--- config.mk ---
export PLATFORM = sky130hd
export DESIGN_NAME = ttpi_ctrl
export DESIGN_NICKNAME = d
export VERILOG_FILES = /design/src/design/ttpi_pkg.sv /design/src/design/ttpi_ctrl.sv
export SDC_FILE = /design/constraint.sdc
export NUM_CORES = 1
export LEC_CHECK = 0
export BUFFER_PORTS_ARGS = -buffer_cell sky130_fd_sc_hd__buf_4
export CAP_MARGIN = 30
export CORE_MARGIN = 2
export CORE_UTILIZATION = 51
export CTS_CLUSTER_DIAMETER = 30
export DETAILED_ROUTE_END_ITERATION = 10
export GPL_ROUTABILITY_DRIVEN = 0
export PLACE_DENSITY = 0.86
export SETUP_SLACK_MARGIN = 0.1
export SLEW_MARGIN = 30
export SYNTH_ARGS = -nofsm -noshare
export SYNTH_HDL_FRONTEND = slang
export SYNTH_SLANG_ARGS = --single-unit
--- constraint.sdc ---
create_clock -name clk -period 3 [get_ports clk]
set_clock_uncertainty 0.05 [all_clocks]
set_input_delay 0.15 -clock clk [delete_from_list [all_inputs] [get_ports clk]]
set_output_delay 0.15 -clock clk [all_outputs]
set_load 0.03 [all_outputs]
--- src/design/ttpi_pkg.sv ---
// Shared types, register map, reset values and the CORDIC arctangent table
// for the trajectory tracking PI controller. No dependencies.
`default_nettype none

package ttpi_pkg;

  localparam int FRAC_BITS_DEF = 16;
  localparam int CORDIC_STEPS  = 24;
  localparam int ADDR_W        = 5;

  typedef enum logic [2:0] {
    REG_PROP_GAIN,
    REG_INTEG_GAIN,
    REG_PREVIEW_DIST,
    REG_PREVIEW_RECIP,
    REG_UPDATE_RATIO,
    REG_MAX_LINEAR,
    REG_MAX_ANGULAR,
    REG_MAX_ANG_RECIP
  } reg_idx_t;

  localparam logic [23:0] RST_PROP_GAIN     = 24'd98304;
  localparam logic [23:0] RST_INTEG_GAIN    = 24'd328;
  localparam logic [23:0] RST_PREVIEW_DIST  = 24'd6554;
  localparam logic [31:0] RST_PREVIEW_RECIP = 32'd655360;
  localparam logic [7:0]  RST_UPDATE_RATIO  = 8'd5;
  localparam logic [23:0] RST_MAX_LINEAR    = 24'd13107;
  localparam logic [23:0] RST_MAX_ANGULAR   = 24'd131072;
  localparam logic [31:0] RST_MAX_ANG_RECIP = 32'd32768;

  typedef struct packed {
    logic [23:0] prop_gain;
    logic [23:0] integ_gain;
    logic [23:0] preview_dist;
    logic [31:0] preview_recip;
    logic [7:0]  update_ratio;
    logic [23:0] max_linear;
    logic [23:0] max_angular;
    logic [31:0] max_angular_recip;
  } cfg_t;

  typedef struct packed {
    logic signed [31:0] pos_x;
    logic signed [31:0] pos_y;
    logic signed [15:0] heading;
    logic signed [31:0] ref_x;
    logic signed [31:0] ref_y;
    logic signed [31:0] ref_vx;
    logic signed [31:0] ref_vy;
    logic               restart;
  } in_beat_t;

  typedef struct packed {
    logic signed [31:0] linear_cmd;
    logic signed [31:0] angular_cmd;
    logic               pi_updated;
  } out_beat_t;

  // Multiply steps in the order the sequencer issues them.
  typedef enum logic [3:0] {
    OP_PPX, OP_PPY, OP_PX, OP_IX, OP_PY, OP_IY,
    OP_LX, OP_LY, OP_AY, OP_AX, OP_ANG, OP_FAC, OP_LIM
  } mul_op_t;

  typedef struct packed {
    logic    load;
    logic    mul_start;
    mul_op_t op;
    logic    integ;
    logic    emit;
  } dp_cmd_t;

  typedef struct packed {
    logic run;
    logic cordic_done;
    logic mul_done;
    logic out_busy;
  } dp_sts_t;

  // Arctangent of 2^-i in units where 2^31 is pi.
  localparam logic [29:0] ATAN_TAB [CORDIC_STEPS] = '{
    30'd536870912, 30'd316933406, 30'd167458907, 30'd85004756, 30'd42667331,
    30'd21354465, 30'd10679838, 30'd5340245, 30'd2670163, 30'd1335087,
    30'd667544, 30'd333772, 30'd166886, 30'd83443, 30'd41722, 30'd20861,
    30'd10430, 30'd5215, 30'd2608, 30'd1304, 30'd652, 30'd326, 30'd163, 30'd81
  };

endpackage

`default_nettype wire

--- src/design/ttpi_ctrl.sv ---
// Sequencer: steps one tick through rotation, the multiply chain and emission.
// Depends on ttpi_pkg for the command and status structs.
`default_nettype none

module ttpi_ctrl (
  input  logic              clk,
  input  logic              rst,
  input  logic              in_valid,
  output logic              in_ready,
  input  ttpi_pkg::dp_sts_t sts,
  output ttpi_pkg::dp_cmd_t cmd
);
  import ttpi_pkg::*;

  typedef enum logic [2:0] {S_IDLE, S_ROT, S_ISSUE, S_WAIT, S_INTEG, S_EMIT} state_t;

  state_t  state;
  mul_op_t op;

  function automatic mul_op_t next_op(input mul_op_t o);
    mul_op_t n;
    unique case (o)
      OP_PPX:  n = OP_PPY;
      OP_PX:   n = OP_IX;
      OP_IX:   n = OP_PY;
      OP_PY:   n = OP_IY;
      OP_IY:   n = OP_LX;
      OP_LX:   n = OP_LY;
      OP_LY:   n = OP_AY;
      OP_AY:   n = OP_AX;
      OP_AX:   n = OP_ANG;
      OP_ANG:  n = OP_FAC;
      OP_FAC:  n = OP_LIM;
      default: n = OP_LIM;
    endcase
    return n;
  endfunction

  assign in_ready      = (state == S_IDLE);
  assign cmd.load      = (state == S_IDLE) && in_valid;
  assign cmd.mul_start = (state == S_ISSUE);
  assign cmd.op        = op;
  assign cmd.integ     = (state == S_INTEG);
  assign cmd.emit      = (state == S_EMIT) && !sts.out_busy;

  always_ff @(posedge clk) begin
    if (rst) begin
      state <= S_IDLE;
      op    <= OP_PPX;
    end else begin
      unique case (state)
        S_IDLE: begin
          if (in_valid) state <= S_ROT;
        end
        S_ROT: begin
          if (sts.cordic_done) begin
            op    <= OP_PPX;
            state <= S_ISSUE;
          end
        end
        S_ISSUE: state <= S_WAIT;
        S_WAIT: begin
          if (sts.mul_done) begin
            if (op == OP_PPY) begin
              // Off-update ticks skip straight to the command mapping.
              if (sts.run) begin
                state <= S_INTEG;
              end else begin
                op    <= OP_LX;
                state <= S_ISSUE;
              end
            end else if (op == OP_LIM) begin
              state <= S_EMIT;
            end else begin
              op    <= next_op(op);
              state <= S_ISSUE;
            end
          end
        end
        S_INTEG: begin
          op    <= OP_PX;
          state <= S_ISSUE;
        end
        S_EMIT: begin
          if (!sts.out_busy) state <= S_IDLE;
        end
      endcase
    end
  end

endmodule

`default_nettype wire

; ---- Yosys cells after proc, flatten, opt, wreduce, memory -nomap -nowiden
; Memories as Yosys holds them, arrays and structs flattened. A register that Yosys moved wholly into a read port is not among the register bits.
; Index checks and enable logic that the tools add are counted.
[totals]
reg_bits = 7
mem_bits_ro = 64
input_bits = 7
out_inout_bits = 9
word_cells = 39
memories = 1
[classes]
eq_ne = 13
muxes = 16
n_reduce_logical = 7
[memory_table]
columns = memory, depth, word_bits, read_ports, rd_ports_with_merged_regs, write_ports, line_no
row1 = (no name shown), 16, 4, 1, 1, 0, ttpi_ctrl.sv:22  ; unique case (o)
[ops]
columns = op, count
row1 = 4-bit two-way mux, 7
row2 = 3-bit two-way mux, 7
row3 = 3-bit case mux with 6 select lines, 1
row4 = 4-bit case mux with 3 select lines, 1
row5 = 2-bit inequality test (second input constant), 4
row6 = 3-bit by 2-bit == test with 1-bit output (second input constant), 2
row7 = 3-bit == test (second input constant), 2
row8 = 3-bit inequality test (second input constant), 2
row9 = 5-bit AND reduction, 1
row10 = 4-bit by 1-bit == test with 1-bit output (second input constant), 1
row11 = 4-bit == test (second input constant), 1
row12 = 4-bit AND reduction, 1
row13 = 3-bit by 1-bit == test with 1-bit output (second input constant), 1
row14 = 3-bit logical NOT, 1
row15 = 3-bit nonzero test, 1
row16 = 1-bit logical AND, 2
row17 = 1-bit logical NOT, 1

; ---- Longest topological paths before layout
; Gate-level depths: netlist of the first run.
[logic_depth]
ltp_word = 7
mapped_depth = 9

; ---- Worst setup path before layout of the first run
; No wires, ideal clock.
[synth_timing]
path_type = reg2reg
startpoint = register op[2]
endpoint = register with a tool-made name
setup_time_ps = 88
t_arrival_ps = 2021
setup_slack_ps = 841
path_stages_with_launch = 8
n_path_buf = 0
period_less_slack_ps = 2159
path_cell_list = dfxtp_1 -> nand4bb_1 -> a21oi_1 -> a21boi_1 -> mux2_2 -> ha_1 -> inv_1 -> o32ai_2
[synth_lines]
columns = item, line_no
row1 = start: declaration, ttpi_ctrl.sv:18  ; mul_op_t op;
row2 = start signal: assignment, ttpi_ctrl.sv:75  ; op <= next_op(op);

==> run_results.csv, run 1 <==
group,metric,value,unit
run_status,status,"completed",
clock_network,clock_latency,0.27,ns
logic_synthesis,synthDistinctLibCells,38,
die,fp-row-count,13,
timing,slew_viol_final,0,
layout,drive_above_1_share,27.3,%
power_and_ir_drop,peakVddDrop,0.324,mV
clock_network,clockBufferDepth,2,
timing,fin_setup_tns,0,ns
timing,fin_crit,2.46,ns
power_and_ir_drop,powerDensity,377,mW/mm^2
setup_path,cp_num_buf_inv,1,
power_and_ir_drop,switching_share,30.3,%
power_and_ir_drop,p_int,0.233,mW
logic_synthesis,synth-seq-cells,11,
setup_path,path_max_fanout,14,
timing,final-setup-viol-count,0,
power_and_ir_drop,finalPower,0.334,mW
power_and_ir_drop,comb_power_share,21.3,%
global_routing,overflow,0,
global_routing,grt_pass1_vias,582,
timing,fin_crit_sh,82.1,%
logic_synthesis,syn_nets,94,
clock_network,cts_resized,0,
setup_path,worstSetupEndpointType,"flop",
logic_synthesis,seq_area_frac_synth,29.6,%
routing,routed_wirelength,1510,um
global_routing,grt_util_all_layers,18.6,%
timing,fmax,406,MHz
layout,fin_cells,114,
clock_network,cts_setup_buffers,0,
setup_path,reg2regPathDepth,7,
setup_path,worst-endpoint-arrival,2.60,ns
clock_network,tritoncts,"yes",
power_and_ir_drop,switchingPower,0.101,mW
power_and_ir_drop,leakage,0.355,nW
logic_synthesis,yosysWarnings,0,
setup_path,cp.required,3.13,ns
routing,route.detailed.drc,0,
global_routing,grt_pass1_wl,2550,um
layout,fin_util,66.3,%
clock_network,h-tree-depth,1,
clock_network,cts-hold-fix-buffers,0,
setup_path,path_cells,"mux2i_1, nor2_1, a21boi_1, mux2_2, ha_1, inv_1, o32ai_2",
routing,vias,666,
die,coreArea,0.00133,sq mm
setup_path,rrSetupSlack,0.54,ns
clock_network,numCtsBuffers,3,
layout,syn2layout_area_growth,18.8,%
setup_path,crit_type,"flop to flop",
die,start_util,55.8,%
logic_synthesis,synth_edf_count,0,
clock_network,root_buffer,"clkbuf_4",
place,portBuffers,15,
setup_path,crit_path_start_kind,"flop",
die,die-width,42.2,um
routing,via_per_inst,5.84,
die,pin_count,16,
clock_network,clkSlewWorstSetupHoldPaths,0.07,ns
layout,nets,110,
global_routing,grt_max_degree,15,
global_routing,antenna_found_initial,0,
routing,dr.pass1.iters,4,
routing,wl_per_cell,13.3,um
layout,antenna_cells,0,
timing,timing.slew.headroom,63.3,%
logic_synthesis,syn_inst,84,
logic_synthesis,syn_area_per_cell,8.86,sq um
logic_synthesis,ys_async_sr_fraction,0,%
setup_path,cp-startpoint,"state[1]",
routing,ant_nets,0,
place,placed_cells,110,
flow_run,maxCapViolCount,0,
timing,final-hold-violation-count,0,
timing,worst_pin_slew,0.549,ns
place,hpwl,1190,um
logic_synthesis,ys.flop_type,"dfxtp_1",
clock_network,cts_num_sinks,11,
setup_path,crit-reg2reg-launch,"state[1]",
routing,drtIter0Drc,21,
die,die_h,42.2,um
power_and_ir_drop,p_seq_share,49.2,%
setup_path,cp_slowest_cell,"dfxtp_1",
timing,rsz0062_at_grt,"no",
hold_path,min_path_type,"primary input to flop",
setup_path,critPathTopFamily,"flip-flops",
setup_path,cp.depth,7,
power_and_ir_drop,clockPowerShare,29.5,%
setup_path,cpPeakStageDelay,0.67,ns
die,dieArea,0.00178,sq mm
logic_synthesis,syn_area,744,sq um
==> final cells by class <==
cell class | count | area (sq um)
well taps | 15 | 18.8
flip-flops and latches | 11 | 220
repair buffers | 15 | 113
fillers | 117 | 449
inverters | 7 | 26.3
clock buffers | 4 | 26.3
multi-input cells | 62 | 480
==> worst reg2reg max path, stage by stage, from the launching register on <==
cell      delay, ns
dfxtp_1        0.67
mux2i_1        0.21
nor2_1         0.22
a21boi_1       0.26
mux2_2         0.41
ha_1           0.29
inv_1          0.04
o32ai_2        0.23
==> cell usage in the layout, fill, tap and decap left out, drive strengths merged, types with 2 or more instances in the layout <==
cell	count
nand3b	2
nand2	3
nor2b	3
a211o	2
o21bai	2
a21oi	6
buf	15
o21ai	4
a311oi	2
dfxtp	11
a2111oi	2
nor3b	3
nor3	5
ha	3
nand4bb	2
clkbuf	4
o21a	2
mux2	2
nor2	6
inv	7
==> cells in the mapped netlist, types with 2 or more instances <==
| master | n | share of area [%] |
|---|---|---|
| nor3_1 | 5 | 3.4 |
| nor3b_1 | 2 | 2.0 |
| buf_2 | 2 | 1.3 |
| a311oi_1 | 2 | 2.4 |
| dfxtp_1 | 11 | 30 |
| nor2_1 | 5 | 2.5 |
| o21ai_0 | 3 | 2.0 |
| a21oi_1 | 5 | 3.4 |
| clkbuf_1 | 2 | 1.0 |
| o21a_1 | 2 | 2.0 |
| a2111oi_0 | 2 | 2.4 |
| inv_1 | 7 | 3.5 |
| mux2_2 | 2 | 3.0 |
| nor2b_1 | 3 | 2.5 |
| nand4bb_1 | 2 | 3.0 |
| ha_1 | 3 | 5.0 |
| nand2_1 | 3 | 1.5 |
| nand3b_1 | 2 | 2.0 |
| a211o_1 | 2 | 2.4 |
==> metal layers <==
metal / GRT usage (%) / up-vias / share of wire (%)
li1: - / 339 / -
met1: 23.6 / 299 / 47
met2: 30.5 / 26 / 46
met3: 2.59 / 2 / 5.3
met4: 9.38 / 0 / 1.4
met5: 0 / - / 0
==> stage by stage <==
stage	hold slack [ns]	cell area [sq um]	setup slack [ns]
after floorplan	0.246	744	0.841
final	0.0936	885	0.536
after global routing	0.105	885	0.340
after CTS	0.0947	885	0.565
after detailed placement	0.381	858	0.561
after global placement	0.378	858	0.693
==> cells by family after synthesis <==
group	synth area share (%)
AOI/OAI and AO/OA	30.1
xor gates and xnor gates	1.18
adders and majority gates	5.04
buffers and inverters	5.88
DFF	29.6
muxes	4.37
and+or+nand+nor	23.9
==> how the worst min path moves through the flow <==
stage               slack (ns)     start  depth (start not counted)       end
floorplan                 0.25  in_valid                          2  state[0]
global placement          0.38  in_valid                          3  state[0]
detailed placement        0.38  in_valid                          3  state[0]
CTS                       0.09  in_valid                          3  state[0]
global route              0.11  in_valid                          3  state[0]
finish                    0.09  in_valid                          3  state[0]
==> power by group through the flow <==
stage | clock (mW) | combinational, mW | sequential, mW
after floorplan | 0 | 0.0522 | 0.162
after global placement | 0 | 0.0696 | 0.167
after detailed placement | 0 | 0.0709 | 0.167
after CTS | 0.102 | 0.0712 | 0.164
after global routing | 0.111 | 0.0776 | 0.166
final | 0.0984 | 0.0712 | 0.164
No activity file was read; power rests on OpenSTA's default activity.
==> run 2: changes to the inputs <==
--- a/config.mk
+++ b/config.mk
@@ -5,6 +5,7 @@
 export SDC_FILE = /design/constraint.sdc
 export NUM_CORES = 1
 export LEC_CHECK = 0
+export ABC_AREA = 1
 export BUFFER_PORTS_ARGS = -buffer_cell sky130_fd_sc_hd__buf_4
 export CAP_MARGIN = 30
 export CORE_MARGIN = 2
==> constraint.sdc (replaced) <==
create_clock -name clk -period 2.3 [get_ports clk]
set_clock_uncertainty 0.05 [all_clocks]
set_input_delay 0.115 -clock clk [delete_from_list [all_inputs] [get_ports clk]]
set_output_delay 0.115 -clock clk [all_outputs]
set_load 0.03 [all_outputs]
==> run 2 against run 1 <==
  * Die area is 5.9% higher
  * Hold slack better by 0.019 ns
  * Largest cell class unchanged
  * Via count is 25% higher
  * Setup slack worse by 0.27 ns
  * Utilization is 1.9 points lower
  * Routed wire length is 15% higher
  * Clock power is 33% higher
  * Synthesized cell count is 42% higher
  * Total power grew to 3.1 times the previous value
  * Critical path type unchanged
==> run_results.csv, run 2 <==
group,metric,value,unit
place,hpwl,1450,um
clock_network,clkSlewWorstSetupHoldPaths,0.07,ns
power_and_ir_drop,switching_share,49.9,%
timing,fin_crit_sh,88.6,%
timing,hold_slack,0.113,ns
logic_synthesis,synth_commonest_cells,"nand2_1, nand3_1, nor2_1, dfxtp_1, inv_1",
logic_synthesis,synth_edf_count,0,
routing,dr.pass1.iters,6,
setup_path,worst-endpoint-arrival,2.15,ns
logic_synthesis,synth-seq-cells,11,
timing,timing.slew.headroom,81.9,%
logic_synthesis,yosysMostFrequentCell,"nand2_1",
setup_path,cp.required,2.41,ns
routing,vias,835,
global_routing,overflow,0,
clock_network,root_buffer,"clkbuf_4",
routing,wl_per_cell,11.3,um
die,fp-row-count,14,
clock_network,clock_latency,0.26,ns
place,portBuffers,15,
power_and_ir_drop,switchingPower,0.524,mW
logic_synthesis,synth_top_area_share,27.8,%
clock_network,tritoncts,"yes",
logic_synthesis,ys.flop_type,"dfxtp_1",
setup_path,crit_type,"flop to flop",
logic_synthesis,yosysWarnings,0,
layout,final_common_cell,"nand2_1",
logic_synthesis,syn_area_per_cell,6.67,sq um
routing,ant_nets,0,
global_routing,antenna_found_initial,0,
die,pin_count,16,
logic_synthesis,synth_area_leaders,"dfxtp_1, nand2_1, nand3_1",
flow_run,maxCapViolCount,0,
power_and_ir_drop,powerDensity,1100,mW/mm^2
layout,final_cell_mix,"nand2_1, nand3_1, buf_4, nor2_1, inv_1",
die,start_util,53.3,%
timing,final-hold-violation-count,0,
global_routing,grt_pass1_vias,683,
logic_synthesis,syn_area,793,sq um
timing,rsz0062_at_grt,"no",
timing,fin_setup_tns,0,ns
timing,final-setup-viol-count,0,
power_and_ir_drop,leakage,0.488,nW
timing,worst_pin_slew,0.270,ns
clock_network,clockBufferDepth,2,
logic_synthesis,syn_nets,129,
layout,syn2layout_area_growth,21.0,%
setup_path,worstSetupEndpointType,"flop",
die,die-width,43.4,um
timing,fmax,491,MHz
power_and_ir_drop,peakVddDrop,0.669,mV
clock_network,h-tree-depth,1,
setup_path,path_max_fanout,7,
setup_path,cp-startpoint,"state[0]",
power_and_ir_drop,clockPowerShare,12.5,%
run_status,status,"completed",
logic_synthesis,yosysTopAreaCell,"dfxtp_1",
clock_network,cts_num_sinks,11,
global_routing,grt_pass1_wl,2830,um
logic_synthesis,ys_async_sr_fraction,0,%
hold_path,min_path_type,"primary input to flop",
routing,drtIter0Drc,24,
routing,route.detailed.drc,0,
setup_path,crit-reg2reg-launch,"state[0]",
logic_synthesis,syn_inst,119,
layout,drive_above_1_share,29.0,%
power_and_ir_drop,p_seq_share,29.2,%
routing,via_per_inst,5.42,
clock_network,numCtsBuffers,3,
die,coreArea,0.00149,sq mm
global_routing,grt_max_degree,11,
die,dieArea,0.00189,sq mm
logic_synthesis,seq_area_frac_synth,27.8,%
logic_synthesis,synthDistinctLibCells,24,
timing,slew_viol_final,0,
die,die_h,43.4,um
layout,nets,149,
routing,routed_wirelength,1740,um
timing,fin_crit,2.04,ns
power_and_ir_drop,comb_power_share,58.4,%
setup_path,crit_path_start_kind,"flop",
power_and_ir_drop,p_int,0.527,mW
hold_path,worstHoldStart,"sts[0]",
global_routing,grt_util_all_layers,20.0,%
layout,antenna_cells,0,
run 2: final cells by class:
cell class | count | area, sq um
clock buffers | 4 | 26.3
fillers | 139 | 529
inverters | 15 | 56.3
multi-input cells | 92 | 512
flip-flops and latches | 11 | 223
well taps | 16 | 20.0
repair buffers | 16 | 123
run 2: what timing repair did:
action                                  4_1_cts  5_1_grt
hold endpoints to repair                      0        1
hold buffers                                  0        1
setup buffers                                 0        0
endpoints found under the setup margin        0        1
gates resized for setup                       0        3
run 2: layer usage:
| metal | track usage [%] | up-vias | wire, um |
|---|---|---|---|
| li1 | - | 424 | - |
| met1 | 22.4 | 370 | 678 |
| met2 | 36.4 | 37 | 913 |
| met3 | 3.33 | 4 | 114 |
| met4 | 9.09 | 0 | 30 |
| met5 | 0 | - | 0 |
run 2: final timing paths:
check	endpoint	cells after the start	slack (ns)
setup / recovery	flop	13	0.26
hold / removal	state[2]	3	0.11
hold reg to reg	op[0]	2	0.51
setup reg to reg	flop	13	0.26
run 2: power by group through the flow:
stage	registers [mW]	clock network (mW)	logic [mW]
finish	0.307	0.131	0.614
floorplan	0.338	0	0.419
global placement	0.302	0	0.597
global route	0.315	0.144	0.680
detailed placement	0.306	0	0.607
CTS	0.302	0.134	0.609
run 2: worst max-delay path: stages, from the launching register on:
cell and delay [ns]:
dfxtp_1 0.43, inv_1 0.12, nor2_1 0.18, nand2_1 0.11, nand2_2 0.10, nor2_4 0.06
nand2_4 0.10, nand2_2 0.07, a21oi_2 0.20, ha_1 0.27, nand4_1 0.09, nand2_1 0.06
nand2_1 0.05, nand2_1 0.05
run 2: metrics by stage:
stage / setup WS (ns) / util, % / area (sq um) / cells / total power, mW
floorplan: 0.278 / - / 793 / 119 / 0.757
detailed placement: 0.234 / 61.7 / 918 / 149 / 0.914
CTS: 0.214 / 63.4 / 945 / 153 / 1.04
global route: 0.103 / 64.5 / 960 / 154 / 1.14
finish: 0.262 / 64.5 / 960 / 154 / 1.05
global placement: 0.282 / 61.7 / 918 / 149 / 0.899
run 2: cells by family after synthesis:
| kind of cell | Yosys count | synth area share, % |
|---|---|---|
| AOI/OAI and AO/OA | 10 | 7.10 |
| adders and majority gates | 3 | 4.73 |
| buffers and inverters | 16 | 8.04 |
| DFF | 11 | 27.8 |
| and+or+nand+nor | 79 | 52.4 |
