File: src/design/ttpi_pkg.sv
// Shared types, register map, reset values and the CORDIC arctangent table
// for the trajectory tracking PI controller. No dependencies.
`default_nettype none

package ttpi_pkg;

  localparam int FRAC_BITS_DEF = 16;
  localparam int CORDIC_STEPS  = 24;
  localparam int ADDR_W        = 5;

  typedef enum logic [2:0] {
    REG_PROP_GAIN,
    REG_INTEG_GAIN,
    REG_PREVIEW_DIST,
    REG_PREVIEW_RECIP,
    REG_UPDATE_RATIO,
    REG_MAX_LINEAR,
    REG_MAX_ANGULAR,
    REG_MAX_ANG_RECIP
  } reg_idx_t;

  localparam logic [23:0] RST_PROP_GAIN     = 24'd98304;
  localparam logic [23:0] RST_INTEG_GAIN    = 24'd328;
  localparam logic [23:0] RST_PREVIEW_DIST  = 24'd6554;
  localparam logic [31:0] RST_PREVIEW_RECIP = 32'd655360;
  localparam logic [7:0]  RST_UPDATE_RATIO  = 8'd5;
  localparam logic [23:0] RST_MAX_LINEAR    = 24'd13107;
  localparam logic [23:0] RST_MAX_ANGULAR   = 24'd131072;
  localparam logic [31:0] RST_MAX_ANG_RECIP = 32'd32768;

  typedef struct packed {
    logic [23:0] prop_gain;
    logic [23:0] integ_gain;
    logic [23:0] preview_dist;
    logic [31:0] preview_recip;
    logic [7:0]  update_ratio;
    logic [23:0] max_linear;
    logic [23:0] max_angular;
    logic [31:0] max_angular_recip;
  } cfg_t;

  typedef struct packed {
    logic signed [31:0] pos_x;
    logic signed [31:0] pos_y;
    logic signed [15:0] heading;
    logic signed [31:0] ref_x;
    logic signed [31:0] ref_y;
    logic signed [31:0] ref_vx;
    logic signed [31:0] ref_vy;
    logic               restart;
  } in_beat_t;

  typedef struct packed {
    logic signed [31:0] linear_cmd;
    logic signed [31:0] angular_cmd;
    logic               pi_updated;
  } out_beat_t;

  // Multiply steps in the order the sequencer issues them.
  typedef enum logic [3:0] {
    OP_PPX, OP_PPY, OP_PX, OP_IX, OP_PY, OP_IY,
    OP_LX, OP_LY, OP_AY, OP_AX, OP_ANG, OP_FAC, OP_LIM
  } mul_op_t;

  typedef struct packed {
    logic    load;
    logic    mul_start;
    mul_op_t op;
    logic    integ;
    logic    emit;
  } dp_cmd_t;

  typedef struct packed {
    logic run;
    logic cordic_done;
    logic mul_done;
    logic out_busy;
  } dp_sts_t;

  // Arctangent of 2^-i in units where 2^31 is pi.
  localparam logic [29:0] ATAN_TAB [CORDIC_STEPS] = '{
    30'd536870912, 30'd316933406, 30'd167458907, 30'd85004756, 30'd42667331,
    30'd21354465, 30'd10679838, 30'd5340245, 30'd2670163, 30'd1335087,
    30'd667544, 30'd333772, 30'd166886, 30'd83443, 30'd41722, 30'd20861,
    30'd10430, 30'd5215, 30'd2608, 30'd1304, 30'd652, 30'd326, 30'd163, 30'd81
  };

endpackage

`default_nettype wire

File: src/design/ttpi_regs.sv
// Configuration register file behind the APB-style port.
// Depends on ttpi_pkg for the register map and reset values.
`default_nettype none

module ttpi_regs (
  input  logic                         clk,
  input  logic                         rst,
  input  logic                         psel,
  input  logic                         penable,
  input  logic                         pwrite,
  input  logic [ttpi_pkg::ADDR_W-1:0]  paddr,
  input  logic [31:0]                  pwdata,
  output logic [31:0]                  prdata,
  output logic                         pready,
  output ttpi_pkg::cfg_t               cfg
);
  import ttpi_pkg::*;

  reg_idx_t idx;

  assign idx    = reg_idx_t'(paddr[ADDR_W-1:2]);
  assign pready = 1'b1;

  always_ff @(posedge clk) begin
    if (rst) begin
      cfg.prop_gain         <= RST_PROP_GAIN;
      cfg.integ_gain        <= RST_INTEG_GAIN;
      cfg.preview_dist      <= RST_PREVIEW_DIST;
      cfg.preview_recip     <= RST_PREVIEW_RECIP;
      cfg.update_ratio      <= RST_UPDATE_RATIO;
      cfg.max_linear        <= RST_MAX_LINEAR;
      cfg.max_angular       <= RST_MAX_ANGULAR;
      cfg.max_angular_recip <= RST_MAX_ANG_RECIP;
    end else if (psel && penable && pwrite) begin
      unique case (idx)
        REG_PROP_GAIN:     cfg.prop_gain         <= pwdata[23:0];
        REG_INTEG_GAIN:    cfg.integ_gain        <= pwdata[23:0];
        REG_PREVIEW_DIST:  cfg.preview_dist      <= pwdata[23:0];
        REG_PREVIEW_RECIP: cfg.preview_recip     <= pwdata;
        REG_UPDATE_RATIO:  cfg.update_ratio      <= pwdata[7:0];
        REG_MAX_LINEAR:    cfg.max_linear        <= pwdata[23:0];
        REG_MAX_ANGULAR:   cfg.max_angular       <= pwdata[23:0];
        REG_MAX_ANG_RECIP: cfg.max_angular_recip <= pwdata;
      endcase
    end
  end

  always_comb begin
    unique case (idx)
      REG_PROP_GAIN:     prdata = {8'd0, cfg.prop_gain};
      REG_INTEG_GAIN:    prdata = {8'd0, cfg.integ_gain};
      REG_PREVIEW_DIST:  prdata = {8'd0, cfg.preview_dist};
      REG_PREVIEW_RECIP: prdata = cfg.preview_recip;
      REG_UPDATE_RATIO:  prdata = {24'd0, cfg.update_ratio};
      REG_MAX_LINEAR:    prdata = {8'd0, cfg.max_linear};
      REG_MAX_ANGULAR:   prdata = {8'd0, cfg.max_angular};
      REG_MAX_ANG_RECIP: prdata = cfg.max_angular_recip;
    endcase
  end

endmodule

`default_nettype wire

File: config.mk
export PLATFORM = sky130hd
export DESIGN_NAME = ttpi_regs
export DESIGN_NICKNAME = d
export VERILOG_FILES = /design/src/design/ttpi_pkg.sv /design/src/design/ttpi_regs.sv
export SDC_FILE = /design/constraint.sdc
export NUM_CORES = 1
export LEC_CHECK = 0
export ABC_AREA = 0
export BUFFER_PORTS_ARGS = -buffer_cell sky130_fd_sc_hd__clkbuf_2
export CAP_MARGIN = 20
export CORE_ASPECT_RATIO = 0.6
export CORE_MARGIN = 4
export CORE_UTILIZATION = 40
export CTS_BUF_LIST = sky130_fd_sc_hd__clkbuf_8 sky130_fd_sc_hd__clkbuf_16
export CTS_CLUSTER_SIZE = 28
export DETAILED_ROUTE_END_ITERATION = 10
export PLACE_DENSITY = 0.65
export SLEW_MARGIN = 20
export SYNTH_ARGS = -nofsm -noshare
export SYNTH_HDL_FRONTEND = slang
export SYNTH_SLANG_ARGS = --single-unit
File: constraint.sdc
create_clock -name clk -period 3.5 [get_ports clk]
set_input_delay 0.7 -clock clk [delete_from_list [all_inputs] [get_ports clk]]
set_output_delay 0.7 -clock clk [all_outputs]
set_load 0.01 [all_outputs]
# == After elaboration in Yosys (flattened, before gate mapping) ==
# Cells that the tools add are included.
# totals
regBits,192
out_inout_bits,225
elab_cells,27
# classes
n_eq_ne,7
n_mux,1
n_reduce_logical,11
# op_table
op,count
32-bit case mux with 8 select lines,1
2-bit AND reduction,8
"3-bit equality test, second input constant",4
"3-bit by 2-bit equality test with 1-bit output, second input constant",2
"3-bit by 1-bit equality test with 1-bit output, second input constant",1
3-bit logical NOT,1
1-bit logical AND,2

# == Logic depth before layout (Yosys ltp) ==
# Gate-level depths: netlist of the first run.
# logic_depth
depth_word,3
depth_mapped,7

# == Least setup slack after synthesis of the first run ==
# No wires, ideal clock.
# synth_timing
path_kind,input port to output port
startpoint,input port paddr[2] in the netlist's numbering
endpoint,output port prdata[10]
arrival_ns,1.732
path_slack_ns,1.068
stages,6
n_path_buf,2
path_cell_list,buf_2 nand2b_1 buf_2 a2bb2oi_1 nor2_1 a211oi_1
# synth_between
elab_chain_cells,2
word_cells_on_any_way,9
# synth_lines
item,line_no,text
"start, declared",ttpi_regs.sv:11,"input logic [ttpi_pkg::ADDR_W-1:0] paddr,"
3-bit equality test (tied with other cells),ttpi_regs.sv:49,unique case (idx)
32-bit case mux with 8 select lines (*),ttpi_regs.sv:49,
"end, declared",ttpi_regs.sv:13,"output logic [31:0] prdata,"
# Every way passes the cells marked *; elsewhere a longest branch is shown, timed or not.

# == Final worst setup path of the first run ==
# layout_timing
startpoint,input port paddr[2] in the netlist's numbering
endpoint,output port prdata[13]
# Same word-level chain as after synthesis.

==> results of run 1 <==
[cell families after synthesis]
kind of cell / count (synthesis) / share of synthesized area [%]
AND/OR/NAND/NOR: 491 / 24.1
other: 1 / 0.0446
flip-flops: 192 / 45.7
AO/OA/AOI/OAI: 256 / 17.8
multiplexers: 53 / 6.53
buffers and inverters: 103 / 5.77
[metal layers]
layer / vias up / track usage (%) / share of wire [%]
met5: - / 0 / 0.040
met4: 2 / 5.49 / 1.0
met3: 24 / 7.41 / 9.1
met2: 372 / 41.0 / 43
met1: 4149 / 38.8 / 46
li1: 4100 / - / -
[through the flow]
| stage | util, % | power [uW] | worst slack (ns) | instances | instance area [um2] |
|---|---|---|---|---|---|
| 6_report | 52.1 | 4580 | 0.327 | 1607 | 10600 |
| 5_1_grt | 52.1 | 4710 | 0.252 | 1607 | 10600 |
| 4_1_cts | 52.1 | 4600 | 0.367 | 1607 | 10600 |
| 3_5_place_dp | 49.2 | 2650 | 0.371 | 1575 | 9990 |
| 3_3_place_gp | 49.2 | 2640 | 0.428 | 1575 | 9990 |
| 2_1_floorplan | - | 2480 | 1.07 | 1096 | 8420 |
[critical path, delay by kind of cell]
| kind | cells | cell delay, ns |
|---|---|---|
| compound gates | 2 | 0.44 |
| simple gates | 2 | 0.56 |
| buf+inv | 3 | 0.76 |
[final cells by class]
cell class                      instances  area, um2  area share (%)
Multi-Input combinational cell        801       4110            38.9
Sequential cell                       192       3840            36.3
Timing Repair Buffer                  302       1670            15.7
Clock buffer                           19        453            4.28
Tap cell                              273        342            3.23
Clock inverter                         13        138            1.30
Inverter                                7       26.3           0.248
[path summary, 6_finish.rpt]
kind	end	slack, ns
worst max-delay path	prdata[13]	0.33
worst min-delay path	cfg[54]	0.47
worst max register to register	cfg[121]	2.68
worst min register to register	cfg[54]	0.47
[Yosys cell counts, drive strengths merged (9+ instances only)]
master | number | area share, %
nand3b | 24 | 2.1
nand2 | 375 | 17
nor2 | 62 | 3.0
a21oi | 174 | 10
buf | 56 | 3.7
a221oi | 9 | 0.94
a22oi | 14 | 1.2
mux2 | 15 | 2.0
a2bb2oi | 12 | 1.2
a211oi | 15 | 1.3
mux2i | 38 | 4.5
dfxtp | 192 | 46
clkbuf | 40 | 1.8
o21ai | 10 | 0.59
[power groups by stage]
stage	registers [uW]	logic (uW)	clock network, uW
after detailed placement	2270	380	0
after floorplan	2270	209	0
after global placement	2270	377	0
after global routing	2220	412	2080
final	2220	384	1980
after CTS	2220	381	2010
==> flow_summary.toml, run 1 <==
[yosys]
ys.flop_type = "dfxtp_1"
ys_types = 35
synth-seq-cells = 192
avgSynthCellArea_um2 = 7.68
yosysSeqAreaShare_pct = 45.7
syn_area_mm2 = 0.00842
synthArstFlopShare_pct = 0
syn_nets = 1138
synthCells = 1096
ys_warn_count = 0
synth-edff-count = 0

[timing]
worst_hold_slack_ns = 0.472
fmax_ghz = 0.315
drv_slew = 0
worst_pin_slew_ns = 0.960
period_needed_ns = 3.17
fin_crit_sh_pct = 90.6
maxSlewHeadroom_pct = 36.0
setup_viol = 0
finalHoldViolCount = 0
fin_worst_skew_ns = 0
rsz0062_at_grt = "false"
tns_ns = 0

[clocking]
ctsHtreeMaxLevel = 4
insertion_delay_ns = 0.44
cts_setup_buffers = 0
numCtsBuffers = 17
path_clk_slew_ns = 0.07
hold_buffers = 0
cts-root-buf = "clkbuf_16"
cts_num_sinks = 192
clock_path_buffers = 2
cts_tree = "done"
cts_resized = 0

[power]
swShare_pct = 25.3
p_clk_share_pct = 43.3
peakVddDrop_uv = 327
combPwrFrac_pct = 8.4
net-switching-power_uw = 1160
power.density_mw_per_mm2 = 433
seq_power_share_pct = 48.4
cellLeakagePower_uw = 0.00441
p_int_uw = 3420

[critical_path]
worstPathArrival_ns = 2.47
crit_type = "input pin to output pin"
timing.rr.start = "cfg[121]"
cp_max_fo = 14
cp-end-kind = "output pin"
crit_path_max_incr_delay_ns = 0.49
cpMostUsedCell = "clkbuf_2"
startpoint = "paddr[2]"
crit_required_ns = 2.80
path_cells = "clkbuf_2 -> nand2b_1 -> buf_4 -> a2bb2oi_1 -> nor2_1 -> a211oi_1 -> clkbuf_2"
cp-start-kind = "input pin"
r2r_cells = 3
slowest_stage = "nand2b_1"

[floorplan]
rows = 40
core_area_mm2 = 0.0203
start_util_pct = 41.4
die_y_um = 120
die_w_um = 195
die_area_mm2 = 0.0235
io_pins = 267

[final_layout]
largest_reg_flops = 192
largest_registers = "cfg: 192 flops"
drive_gt1_share_pct = 27.1
final_cell_mix = "375 x nand2_1, 261 x clkbuf_2, 192 x dfxtp_1, 174 x a21oi_1, 54 x nor2_1"
final_common_cell = "nand2_1"
fillers = 2032
fin_nets = 1363
antennaDiodeCount = 0
top_register = "cfg"
area_growth_pct = 25.7

[global_route]
grt_max_degree = 117
grt_usage_pct = 27.0
grt_first_pass_wirelength_um = 49500
antenna_found_initial = 1
grt_pass1_vias = 8115
overflow = 0

[drt]
ant_nets = 0
drtIter0Drc = 782
wl_per_cell_um = 20.3
drc = 0
vias_per_cell = 5.38
via_count = 8647
drt_pre_antenna_iters = 5
drt_wl_total_um = 32700

[place]
dp_hpwl_um = 22600
routabilityCongestion = 0.834
place.port_buffers = 263

[run]
cap_violations = 0

[min_path]
hp-class = "register to register"
whs_path_depth = 2
holdCritStartpoint = "cfg[54]"

[run_status]
status = "complete, no violations"
Power figures use the tool's default switching activity.
==> inputs of run 2 (changes only) <==
ABC_AREA = default   (was 0)
CORE_ASPECT_RATIO = default   (was 0.6)
==> run 2 against run 1 <==
  * Cell area about the same
  * Clock-buffer cell count unchanged
  * Clock power up 3%
  * Maximum frequency up 1.4%
  * Combinational power hardly changed
  * Via count fell by 0.89%
  * Routed wire length down 4.1%
  * Sequential cell count unchanged
  * Critical path type unchanged
  * Largest cell class unchanged
  * Highest routed layer is now met4
==> flow_summary.toml, run 2 (same netlist as run 1, synthesis figures left out) <==
[timing]
worst_pin_slew_ns = 1.17
finalHoldViolCount = 0
rsz0062_at_grt = "false"
drv_slew = 0
tns_ns = 0
fin_crit_sh_pct = 89.4
maxSlewHeadroom_pct = 22.1
period_needed_ns = 3.13
fmax_ghz = 0.320
fin_worst_skew_ns = 0
setup_viol = 0

[final_layout]
area_growth_pct = 25.6
drive_gt1_share_pct = 26.6
final_common_cell = "nand2_1"
final_cells = 1597
top_register = "cfg"
largest_registers = "cfg: 192 flops"
final_core_util_pct = 51.6
fin_nets = 1357
antennaDiodeCount = 0
largest_reg_flops = 192
final_cell_mix = "375 x nand2_1, 261 x clkbuf_2, 192 x dfxtp_1, 174 x a21oi_1, 54 x nor2_1"

[global_route]
grt_usage_pct = 25.9
grt_max_degree = 105
antenna_found_initial = 0
overflow = 0
grt_first_pass_wirelength_um = 48100
grt_pass1_vias = 8156

[clocking]
insertion_delay_ns = 0.42
cts_num_sinks = 192
cts_resized = 0
cts_setup_buffers = 0
clock_path_buffers = 2
ctsHtreeMaxLevel = 4
cts-root-buf = "clkbuf_16"
numCtsBuffers = 17
path_clk_slew_ns = 0.06
cts_tree = "done"
hold_buffers = 0

[place]
routabilityCongestion = 0.883
place.port_buffers = 263
dp_hpwl_um = 22100
dp_cells = 1566

[min_path]
whs_path_depth = 2
hp-class = "register to register"
hold-path-endpoint = "cfg[19]"
holdCritStartpoint = "cfg[19]"

[critical_path]
path_cells = "buf_2 -> buf_4 -> buf_4 -> nand2b_1 -> nor2_1 -> a211oi_1 -> o22a_1 -> clkbuf_2"
cp-start-kind = "input pin"
crit_type = "input pin to output pin"
cpMostUsedCell = "buf_4"
crit_path_max_incr_delay_ns = 0.40
startpoint = "paddr[3]"
crit_buf_inv = 4
timing.rr.start = "cfg[121]"
cp-end-kind = "output pin"
crit_family = "buffers and inverters"
slowest_stage = "buf_2"
crit_required_ns = 2.80
rrSetupSlack_ns = 2.64
worstPathArrival_ns = 2.43
cp_max_fo = 19
r2r_cells = 3
reg2reg_to = "cfg[121]"

[floorplan]
core_area_mm2 = 0.0205
die_y_um = 153
die_area_mm2 = 0.0234
rows = 52
io_pins = 267
die_w_um = 153
start_util_pct = 41.1

[power]
power.density_mw_per_mm2 = 438
cellLeakagePower_uw = 0.00441
peakVddDrop_uv = 303

[run_status]
status = "complete, no violations"

[drt]
via_count = 8570
drt_pre_antenna_iters = 5
drc = 0
vias_per_cell = 5.37
wl_per_cell_um = 19.6
ant_nets = 0
drt_wl_total_um = 31300
drtIter0Drc = 680

[run]
cap_violations = 0
-- run 2: power breakdown --
group	internal, uW	switching (uW)	total [uW]
registers	2200	15.1	2220
logic	130	253	382
clock network	1160	862	2030
-- run 2: worst min-delay path: stages (launching register included) --
cell	delay, ns
dfxtp_1	0.32
nand2_1	0.05
a21oi_1	0.05
-- run 2: layer usage --
| metal | part of all wire (%) | track usage, % | wire (um) |
|---|---|---|---|
| met3 | 8.3 | 5.48 | 2610 |
| met2 | 48 | 43.2 | 15000 |
| met5 | 0 | 0 | 0 |
| met1 | 41 | 33.2 | 12800 |
| met4 | 2.8 | 9.33 | 863 |
-- run 2: worst max-delay path by stage --
stage	end	slack, ns	cells past startpoint
floorplan	prdata[10]	1.07	6
global placement	prdata[16]	0.44	6
detailed placement	prdata[6]	0.43	8
CTS	prdata[16]	0.43	6
global route	prdata[6]	0.31	8
finish	prdata[6]	0.37	8
-- run 2: cell type report --
cell class              count  area (um2)
clock buffers              19         453
flip-flops and latches    192        3840
fillers                  2049        9920
repair buffers            296        1650
well taps                 270         338
inverters                   7        26.3
clock inverters            12         155
multi-input cells         801        4110
-- run 2: metrics by stage --
step	hold WS, ns	area (um2)	total power [uW]	setup slack [ns]
final	0.470	10600	4620	0.372
after global routing	0.487	10600	4780	0.312
after CTS	0.470	10600	4650	0.430
after detailed placement	0.461	9960	2650	0.430
after global placement	0.456	9960	2640	0.437
after floorplan	0.488	8420	2480	1.07
==> inputs of run 3 (changes only) <==
CORE_ASPECT_RATIO = 1.1   (was default)
GPL_TIMING_DRIVEN = 1   (was default)
PLACE_DENSITY = default   (was 0.65)
PLACE_DENSITY_LB_ADDON = 0.3   (was default)
==> run 3 against run 2 <==
  * Sequential share of layout area rose by 0.29 points
  * Sequential power barely moved
  * Utilization is 0.78 points lower
  * Clock power decreased by 5%
  * Global-route usage is 0.43 points lower
  * Worst hold slack worse by 0.0010 ns
  * Combinational power about the same
  * Routed wire length is 1.6% lower
  * Final cell count decreased by 0.75%
  * First-iteration DRC count shrank 17%
  * Cell area is 0.79% lower
==> flow_summary.toml, run 3 (same netlist as run 1, synthesis figures left out) <==
[timing]
drv_slew = 0
worst_pin_slew_ns = 1.08
fin_ws_ns = 0.301
period_needed_ns = 3.20
finalHoldViolCount = 0
setup_viol = 0
fin_crit_sh_pct = 91.4
rsz0062_at_grt = "false"
worst_hold_slack_ns = 0.469
fmax_ghz = 0.313
maxSlewHeadroom_pct = 27.7
fin_worst_skew_ns = 0
tns_ns = 0

[drt]
via_count = 8540
vias_per_cell = 5.39
ant_nets = 0
drc = 0
wl_per_cell_um = 19.4
drt_pre_antenna_iters = 5
drt_wl_total_um = 30800
drtIter0Drc = 566

[clocking]
numCtsBuffers = 17
insertion_delay_ns = 0.43
path_clk_slew_ns = 0.06
hold_buffers = 0
cts_resized = 0
cts-root-buf = "clkbuf_16"
cts_tree = "done"
cts_num_sinks = 192
ctsHtreeMaxLevel = 4
cts_setup_buffers = 0
clock_path_buffers = 2

[final_layout]
top_register = "cfg"
fin_nets = 1360
area_growth_pct = 24.6
final_cell_mix = "375 x nand2_1, 261 x clkbuf_2, 192 x dfxtp_1, 174 x a21oi_1, 54 x nor2_1"
antennaDiodeCount = 0
final_cell_area_mm2 = 0.0105
largest_registers = "cfg: 192 flops"
drive_gt1_share_pct = 26.6
final_common_cell = "nand2_1"
largest_reg_flops = 192

[run_status]
status = "complete, no violations"

[critical_path]
crit_type = "input pin to output pin"
cp-end-kind = "output pin"
crit_buf_inv = 3
slowest_stage = "nand2b_1"
cp_max_fo = 21
rrSetupSlack_ns = 2.69
r2r_cells = 3
crit_required_ns = 2.80
path_cells = "buf_2 -> nand2b_1 -> buf_4 -> a2bb2oi_1 -> nor2_1 -> a211oi_1 -> clkbuf_2"
crit_family = "buffers and inverters"
crit_path_max_incr_delay_ns = 0.44
cp-start-kind = "input pin"
reg2reg_to = "cfg[121]"
timing.rr.start = "cfg[121]"
worstPathArrival_ns = 2.50

[place]
place.port_buffers = 263
routabilityCongestion = 0.843
dp_slack_ns = 0.376
dp_hpwl_um = 21800
dpl_cell_area_mm2 = 0.00991

[power]
cellLeakagePower_uw = 0.00439
power.density_mw_per_mm2 = 432
peakVddDrop_uv = 334

[global_route]
grt_max_degree = 69
grt_pass1_vias = 8064
antenna_found_initial = 0
grt_usage_pct = 25.5
grt_first_pass_wirelength_um = 46900
overflow = 0

[floorplan]
rows = 55
io_pins = 267
die_w_um = 146
core_area_mm2 = 0.0206
die_area_mm2 = 0.0234
start_util_pct = 40.8
die_y_um = 160

[min_path]
hold-path-endpoint = "cfg[12]"
holdCritStartpoint = "cfg[12]"
hp-class = "register to register"
whs_path_depth = 2

[run]
cap_violations = 0
==> run 3: cell types whose count changed in the layout (fill, tap and decap cells not counted), sizes merged <==
cell and delta:
buf +3, bufinv -1, clkinv +1, inv -1
==> run 3: metrics by stage <==
step / util (%) / std cells / total power [uW]
after global routing: 50.8 / 1585 / 4670
after global placement: 48.0 / 1554 / 2640
after detailed placement: 48.0 / 1555 / 2640
after floorplan: - / 1096 / 2480
after CTS: 50.8 / 1585 / 4540
final: 50.8 / 1585 / 4530
==> run 3: final cells by class <==
cell class / count / area, um2
Multi-Input combinational cell: 801 / 4110
Fill cell: 2049 / 10200
Tap cell: 256 / 320
Clock inverter: 11 / 119
Inverter: 7 / 26.3
Timing Repair Buffer: 299 / 1610
Sequential cell: 192 / 3840
Clock buffer: 19 / 453
==> run 3: tightest hold or removal path: cells and delay by family (launching register included) <==
family	cells	cell delay [ns]
DFF	1	0.32
and+or+nand+nor	1	0.05
AOI/OAI and AO/OA	1	0.05
==> run 3: how the worst max path moves through the flow <==
stage / from / end / slack [ns] / depth (start not counted)
after floorplan: paddr[2] / prdata[10] / 1.07 / 6
after global placement: paddr[3] / prdata[8] / 0.38 / 7
after global routing: paddr[3] / prdata[8] / 0.26 / 7
after detailed placement: paddr[3] / prdata[8] / 0.38 / 7
final: paddr[3] / prdata[8] / 0.30 / 7
after CTS: paddr[3] / prdata[8] / 0.38 / 7
==> run 3: per-layer routing <==
| metal | vias up | share of wire (%) | global-route usage, % |
|---|---|---|---|
| li1 | 4084 | - | - |
| met1 | 4008 | 41 | 32.6 |
| met2 | 387 | 47 | 41.6 |
| met3 | 61 | 7.6 | 5.79 |
| met4 | 0 | 3.7 | 10.5 |
| met5 | - | 0 | 0 |
==> run 3: power breakdown <==
group	switching [uW]	internal, uW
logic	250	129
registers	14.7	2200
clock network	854	1080
